[config.mk]
export PLATFORM = sky130hd
export DESIGN_NAME = temp_frame_check_watchdog
export DESIGN_NICKNAME = d
export VERILOG_FILES = /design/src/rtl/tfcw_pkg.sv /design/src/rtl/tfcw_crc8.sv /design/src/rtl/temp_frame_check_watchdog.sv
export SDC_FILE = /design/constraint.sdc
export NUM_CORES = 1
export LEC_CHECK = 0
export ABC_AREA = 1
export BUFFER_PORTS_ARGS = -buffer_cell sky130_fd_sc_hd__buf_2
export CORE_MARGIN = 10
export CORE_UTILIZATION = 50
export CTS_CLUSTER_SIZE = 8
export DETAILED_ROUTE_END_ITERATION = 8
export PLACE_DENSITY_LB_ADDON = 0.3
export SLEW_MARGIN = 30
export SYNTH_ARGS = -nofsm -noshare
export SYNTH_HDL_FRONTEND = slang
export SYNTH_SLANG_ARGS = --single-unit
export TNS_END_PERCENT = 1
[constraint.sdc]
create_clock -name i_clk -period 5.1 [get_ports i_clk]
set_input_delay 0.765 -clock i_clk [delete_from_list [all_inputs] [get_ports i_clk]]
set_output_delay 0.765 -clock i_clk [all_outputs]
set_load 0.1 [all_outputs]
[src/rtl/tfcw_pkg.sv]
package tfcw_pkg;

    // Input function codes.
    localparam logic [1:0] FUNC_BYTE  = 2'd0;
    localparam logic [1:0] FUNC_TICK  = 2'd1;
    localparam logic [1:0] FUNC_BUS   = 2'd2;
    localparam logic [1:0] FUNC_CLEAR = 2'd3;

    // Failure causes reported with each read attempt.
    localparam logic [2:0] CAUSE_NONE    = 3'd0;
    localparam logic [2:0] CAUSE_CRC     = 3'd1;
    localparam logic [2:0] CAUSE_POWERUP = 3'd2;
    localparam logic [2:0] CAUSE_RANGE   = 3'd3;
    localparam logic [2:0] CAUSE_BUS     = 3'd4;

    // Configuration register indexes.
    localparam logic CFG_TIMEOUT = 1'b0;
    localparam logic CFG_SEED    = 1'b1;

    localparam int          FRAME_LEN_DEF = 9;
    localparam logic [7:0]  CRC_POLY      = 8'h8C;
    localparam logic [23:0] TIMEOUT_RST   = 24'd5000;
    localparam logic [11:0] SEED_RST      = 12'd400;

    // Reading limits in sixteenths of a degree.
    localparam logic signed [15:0] POWERUP_RAW = 16'sd1360;
    localparam logic signed [15:0] RAW_MIN     = -16'sd880;
    localparam logic signed [15:0] RAW_MAX     = 16'sd2000;

    typedef struct packed {
        logic signed [11:0] held_temp;
        logic               new_sample;
        logic [2:0]         fail_cause;
        logic               fault_trip;
        logic               fault_latched;
    } t_result;

endpackage

[src/rtl/tfcw_crc8.sv]
// Reflected CRC-8 update by one byte, least significant bit first.
module tfcw_crc8 (
    input  logic [7:0] i_crc,
    input  logic [7:0] i_byte,
    output logic [7:0] o_crc
);

    always_comb begin
        logic [7:0] c;
        logic [7:0] b;
        c = i_crc;
        b = i_byte;
        for (int k = 0; k < 8; k++) begin
            if (c[0] ^ b[0]) begin
                c = (c >> 1) ^ tfcw_pkg::CRC_POLY;
            end else begin
                c = c >> 1;
            end
            b = b >> 1;
        end
        o_crc = c;
    end

endmodule

[src/rtl/temp_frame_check_watchdog.sv]
// Temperature frame checker with a no-good-reading watchdog. Each input beat carries a
// function code: a frame byte, a millisecond tick, a bus failure or a fault clear. A frame
// of FRAME_LEN bytes is checked with a reflected CRC-8 (polynomial 0x8C); bytes 0 and 1 are
// the signed reading in sixteenths of a degree, low byte first. Only the last byte of a
// frame and a bus failure give a result beat; ticks, clears and other frame bytes give none.
// The block takes one beat every clock cycle while o_stall is low: all the checking and
// state update for a beat is done in the cycle it is accepted, and its result goes to the
// output register, or to the skid register if that is still full. These two entries let
// the block keep accepting while a result waits; o_stall is raised only when both are
// full. Configuration writes are always taken (o_cfg_ready is tied high) and must be made
// while the block is idle; writing seed_temp loads the held temperature at once.
module temp_frame_check_watchdog #(
    parameter int FRAME_LEN = tfcw_pkg::FRAME_LEN_DEF
) (
    input  logic               i_clk,
    input  logic               i_rst_n,
    // Input beats.
    input  logic               i_valid,
    output logic               o_stall,
    input  logic [1:0]         i_func,
    input  logic [7:0]         i_data_byte,
    // Result beats.
    output logic               o_valid,
    input  logic               i_stall,
    output logic signed [11:0] o_held_temp,
    output logic               o_new_sample,
    output logic [2:0]         o_fail_cause,
    output logic               o_fault_trip,
    output logic               o_fault_latched,
    // Configuration writes.
    input  logic               i_cfg_valid,
    output logic               o_cfg_ready,
    input  logic               i_cfg_index,
    input  logic [23:0]        i_cfg_data
);

    localparam int CW = $clog2(FRAME_LEN);

    // Frame assembly and watchdog state.
    logic [CW-1:0]      r_byte_count, n_byte_count;
    logic [7:0]         r_crc, n_crc;
    logic [15:0]        r_raw, n_raw;
    logic signed [11:0] r_held, n_held;
    // The counter saturates at 2**24, which is already above any timeout.
    logic [24:0]        r_ms, n_ms;
    logic               r_fault, n_fault;
    logic [23:0]        r_timeout;

    // Output stage.
    logic               r_out_valid, r_skid_valid;
    tfcw_pkg::t_result  r_out, r_skid;

    logic               in_take, out_take, cfg_take;
    logic               last_byte, attempt, good;
    logic [2:0]         cause;
    logic [24:0]        ms_after;
    logic               trip;
    logic [7:0]         crc_next;
    tfcw_pkg::t_result  res;

    assign o_cfg_ready = 1'b1;
    assign cfg_take    = i_cfg_valid;
    assign o_stall     = r_skid_valid;
    assign in_take     = i_valid && !r_skid_valid;
    assign out_take    = r_out_valid && !i_stall;

    tfcw_crc8 u_crc (
        .i_crc  (r_crc),
        .i_byte (i_data_byte),
        .o_crc  (crc_next)
    );

    assign last_byte = (r_byte_count == CW'(FRAME_LEN - 1));

    // The reading bytes sit at the start of the frame, so at the last byte the raw word
    // is already complete in its register.
    always_comb begin
        attempt = 1'b0;
        cause   = tfcw_pkg::CAUSE_NONE;
        good    = 1'b0;
        if (i_func == tfcw_pkg::FUNC_BYTE && last_byte) begin
            attempt = 1'b1;
            if (crc_next != 8'd0) begin
                cause = tfcw_pkg::CAUSE_CRC;
            end else if ($signed(r_raw) == tfcw_pkg::POWERUP_RAW) begin
                cause = tfcw_pkg::CAUSE_POWERUP;
            end else if ($signed(r_raw) < tfcw_pkg::RAW_MIN ||
                         $signed(r_raw) > tfcw_pkg::RAW_MAX) begin
                cause = tfcw_pkg::CAUSE_RANGE;
            end else begin
                good = 1'b1;
            end
        end else if (i_func == tfcw_pkg::FUNC_BUS) begin
            attempt = 1'b1;
            cause   = tfcw_pkg::CAUSE_BUS;
        end
    end

    // The watchdog looks at the counter as it stands after a good frame has cleared it.
    assign ms_after = good ? 25'd0 : r_ms;
    assign trip     = attempt && !r_fault && (ms_after > {1'b0, r_timeout});

    always_comb begin
        n_byte_count = r_byte_count;
        n_crc        = r_crc;
        n_raw        = r_raw;
        n_held       = r_held;
        n_ms         = r_ms;
        n_fault      = r_fault;
        if (in_take) begin
            case (i_func)
                tfcw_pkg::FUNC_BYTE: begin
                    if (last_byte) begin
                        n_byte_count = '0;
                        n_crc        = 8'd0;
                        n_raw        = 16'd0;
                    end else begin
                        n_byte_count = r_byte_count + CW'(1);
                        n_crc        = crc_next;
                        if (r_byte_count == CW'(0)) begin
                            n_raw = {r_raw[15:8], i_data_byte};
                        end else if (r_byte_count == CW'(1)) begin
                            n_raw = {i_data_byte, r_raw[7:0]};
                        end
                    end
                end
                tfcw_pkg::FUNC_TICK: begin
                    if (!r_ms[24]) begin
                        n_ms = r_ms + 25'd1;
                    end
                end
                tfcw_pkg::FUNC_BUS: begin
                    n_byte_count = '0;
                    n_crc        = 8'd0;
                    n_raw        = 16'd0;
                end
                tfcw_pkg::FUNC_CLEAR: begin
                    n_fault = 1'b0;
                end
                default: begin
                end
            endcase
            if (good) begin
                n_held = $signed(r_raw[11:0]);
            end
            n_ms = good ? 25'd0 : n_ms;
            if (trip) begin
                n_fault = 1'b1;
            end
        end
        if (cfg_take && i_cfg_index == tfcw_pkg::CFG_SEED) begin
            n_held = $signed(i_cfg_data[11:0]);
        end
    end

    always_comb begin
        res.held_temp     = n_held;
        res.new_sample    = good;
        res.fail_cause    = cause;
        res.fault_trip    = trip;
        res.fault_latched = r_fault || trip;
    end

    always_ff @(posedge i_clk) begin
        if (!i_rst_n) begin
            r_byte_count <= '0;
            r_crc        <= 8'd0;
            r_raw        <= 16'd0;
            r_held       <= $signed(tfcw_pkg::SEED_RST);
            r_ms         <= 25'd0;
            r_fault      <= 1'b0;
            r_timeout    <= tfcw_pkg::TIMEOUT_RST;
        end else begin
            r_byte_count <= n_byte_count;
            r_crc        <= n_crc;
            r_raw        <= n_raw;
            r_held       <= n_held;
            r_ms         <= n_ms;
            r_fault      <= n_fault;
            if (cfg_take && i_cfg_index == tfcw_pkg::CFG_TIMEOUT) begin
                r_timeout <= i_cfg_data;
            end
        end
    end

    // Output register with a skid entry behind it.
    always_ff @(posedge i_clk) begin
        if (!i_rst_n) begin
            r_out_valid  <= 1'b0;
            r_skid_valid <= 1'b0;
        end else if (r_skid_valid) begin
            if (out_take) begin
                r_out        <= r_skid;
                r_skid_valid <= 1'b0;
            end
        end else if (in_take && attempt) begin
            if (!r_out_valid || out_take) begin
                r_out       <= res;
                r_out_valid <= 1'b1;
            end else begin
                r_skid       <= res;
                r_skid_valid <= 1'b1;
            end
        end else if (out_take) begin
            r_out_valid <= 1'b0;
        end
    end

    assign o_valid         = r_out_valid;
    assign o_held_temp     = r_out.held_temp;
    assign o_new_sample    = r_out.new_sample;
    assign o_fail_cause    = r_out.fail_cause;
    assign o_fault_trip    = r_out.fault_trip;
    assign o_fault_latched = r_out.fault_latched;

endmodule

==> out/metrics.cfg <==
[outcome]
status=finished, final reports clean

[finish]
nets=1078
antenna_cells=0
final.fill_count=1284
layout.cells.non_filler=1203
syn2layout_area_growth_pct=14.48
layout-drive-gt1-share_pct=17.50

[route]
drtAntennaViolNets=0
avgViaCountPerCell=5.178
drt_iter0_markers=626
dr_total_vias=6229
post_drt_wl_per_cell_um=14.25
drc_errors=0
drt-total-wl_mm=17.14
dr.pass1.iters=8

[flow_run]
maxCapViolCount=0

[critical_path]
crit_start=i_data_byte[0]
r2r_cells=35
cp.arrival_ps=4110
cp-start-kind=input pin
rr_startpoint=r_crc[0]$_SDFFE_PN0P_
worstSetupEndpointType=flip-flop
regToRegEndpoint=o_fault_latched$_DFFE_PP_
cp_max_fo=25
critPathSlowestCell=nand3_2
required_ps=5280
crit_path_max_incr_delay_ps=390
cp_common_cell=nand2_1
regToRegSetupSlack_ps=1260
path_class=in2reg

[clock_tree]
hold_buffers=0
ctsResizeCount=0
clock_sinks=128
clkTransAtPathRegs_ps=50
cts_root_buf=clkbuf_16
post_cts_buffers=0
cts_tree=yes
cts-buffers-inserted=17
ctsHtreeMaxLevel=4
clk_path_buf_depth=2
clk_latency_ps=420

[sta]
fin_crit_ps=3931
slew_viol_final=0
setup_viol=0
fin_tns_setup_ps=0
fin_ws_ps=1169
relSlewSlack_pct=47.32
tightest_slew_ps=785.3
finClkSkew_ps=5.867
hold_viol=0
max_freq_mhz=254.4
worst_hold_slack_ps=461.4
rsz0062_at_grt=false
period_share_pct=77.07

[power_and_ir_drop]
vdd_drop_max_mv=0.2230
power.leakage_nw=3.682
pwr_density_cell_mw_per_mm2=326.8

[global_route]
first_global_vias=5628
grt-ovfl-total=0
grt_max_degree=54
use_met1_pct=24.11
track_usage_pct=17.48
grt_use_met2_pct=25.81
busiest_layer=met2
grt_pass1_wl_mm=28.23
antenna_found_initial=0
met3_usage_pct=4.151

[logic_synthesis]
synth.avg_cell_area_um2=7.457
synth_edf_count=36
syn_inst=955
synth.distinct_cells=46
yosysSeqAreaShare_pct=41.04
ys_async_sr_fraction_pct=0
synth_seq_cells=128
syn_nets=1023
dominantRegCellSynth=dfxtp_1
synth_area_mm2=0.007122
ys_warn_count=0

[hold_path]
min_path_cells=2
hold_end=r_timeout[17]$_SDFFE_PN0P_
min-delay-start=r_timeout[17]$_SDFFE_PN0P_
hp-class=reg2reg

[die]
die_w_um=139.3
start_util_pct=51.11
row_count=43
die-area_mm2=0.01942
io_pins=61
die_y_um=139.3
core_area_mm2=0.01393

[placement]
pre_cts_ws_ps=756.0
hpwl_mm=12.59
port-buffer-count=59
gp_congestion=0.8798
dp.cells=1171

-- layer usage --
metal	vias up	part of all wire [%]	wire length, um
met4	0	1.5	265
li1	3210	-	-
met2	157	44	7556
met1	2842	49	8324
met3	20	5.8	991
met5	-	0	0
-- state kept, by name, summed over array words and instances (netlist names), 3 cells and up --
signal / count
o_held_temp: 12
r_ms: 25
o_fail_cause: 3
r_skid: 18
r_raw: 16
r_byte_count: 4
r_held: 12
r_timeout: 24
r_crc: 8
-- per-stage QoR --
step | area (um^2) | utilization [%] | power [W]
floorplan | 7122 | - | 0.001311
detailed placement | 7520 | 53.96 | 0.001378
finish | 8153 | 58.51 | 0.002664
global route | 8153 | 58.51 | 0.002757
global placement | 7515 | 53.93 | 0.001375
CTS | 8148 | 58.47 | 0.002674
-- power by group --
part           internal [W]  switching (W)  leakage, nW
clock              0.000863       0.000440        0.299
combinational     0.0000840       0.000187         2.30
sequential          0.00108      0.0000138         1.08
total               0.00202       0.000641         3.68
-- placed cells by master (no fill, tap or decap), types with 4 or more instances in the layout --
master,netlist,final
nand2_2,36,36
nand3_2,12,12
dfxtp_1,92,92
nor3_2,4,7
a22oi_1,4,4
nand2_1,247,247
inv_1,137,137
a21oi_1,90,90
bufinv_16,0,5
clkbuf_1,16,4
buf_4,2,9
edfxtp_1,36,36
nor2_2,5,5
xnor2_1,4,4
nor2_1,49,49
o21ai_0,47,47
o211ai_1,8,8
xor2_1,5,5
nand2_4,5,5
nor3_1,11,8
nand4_1,27,27
clkinv_1,3,4
inv_2,7,7
buf_2,4,59
clkbuf_16,0,17
nand3_1,39,39
ha_1,28,28
-- synthesized netlist by cell type, types with 3 or more instances --
| library cell | count | area, um^2 |
|---|---|---|
| xnor2_1 | 4 | 35.03 |
| clkbuf_1 | 16 | 60.06 |
| a21oi_1 | 90 | 450.4 |
| nand2_2 | 36 | 225.2 |
| nor2_1 | 49 | 183.9 |
| o21ai_0 | 47 | 235.2 |
| nand3_2 | 12 | 120.1 |
| nand4_1 | 27 | 168.9 |
| nand2_4 | 5 | 56.30 |
| nor3_2 | 4 | 40.04 |
| nor2_2 | 5 | 31.28 |
| inv_1 | 137 | 514.2 |
| xor2_1 | 5 | 43.79 |
| nor2_4 | 3 | 33.78 |
| a211oi_1 | 3 | 22.52 |
| a22oi_1 | 4 | 30.03 |
| nor3_1 | 11 | 55.05 |
| ha_1 | 28 | 350.3 |
| buf_2 | 4 | 20.02 |
| o21ai_1 | 3 | 15.01 |
| o211ai_1 | 8 | 60.06 |
| edfxtp_1 | 36 | 1081 |
| clkinv_1 | 3 | 11.26 |
| nand3b_1 | 3 | 22.52 |
| inv_2 | 7 | 26.28 |
| dfxtp_1 | 92 | 1842 |
| nand2_1 | 247 | 927.1 |
| nand3_1 | 39 | 195.2 |
| buf_6 | 6 | 67.56 |
-- cell type report --
type	instances	area, um^2	area share (%)
Tap cell	180	225.2	2.762
Multi-Input combinational cell	648	3462	42.46
Clock inverter	11	187.7	2.302
Timing Repair Buffer	68	362.8	4.451
Clock buffer	21	440.4	5.402
Sequential cell	128	2923	35.85
Inverter	147	551.8	6.768
-- cell families (layout without fill, tap and decap cells) --
family / count (synthesis) / in the layout / synth area share, %
fa+ha+maj: 28 / 28 / 4.919
compound gates: 160 / 160 / 11.96
other cells: 1 / 1 / 0.05266
simple gates: 447 / 447 / 29.67
mux: 1 / 1 / 0.1581
xor+xnor: 11 / 11 / 1.564
buf+inv: 179 / 247 / 10.63
flops: 128 / 128 / 41.04
-- critical path: cells and delay by family --
family / cells / cell delay, ps
simple gates: 30 / 2490
fa+ha+maj: 1 / 270
buf+inv: 4 / 590
-- worst max-delay path by stage --
stage / to / depth (start not counted)
2_1_floorplan: o_fault_latched$_DFFE_PP_ / 34
3_3_place_gp: o_fault_latched$_DFFE_PP_ / 35
3_5_place_dp: o_fault_latched$_DFFE_PP_ / 35
4_1_cts: o_fault_latched$_DFFE_PP_ / 35
5_1_grt: o_fault_latched$_DFFE_PP_ / 35
6_report: o_fault_latched$_DFFE_PP_ / 35
No activity file was read; power rests on OpenSTA's default activity.
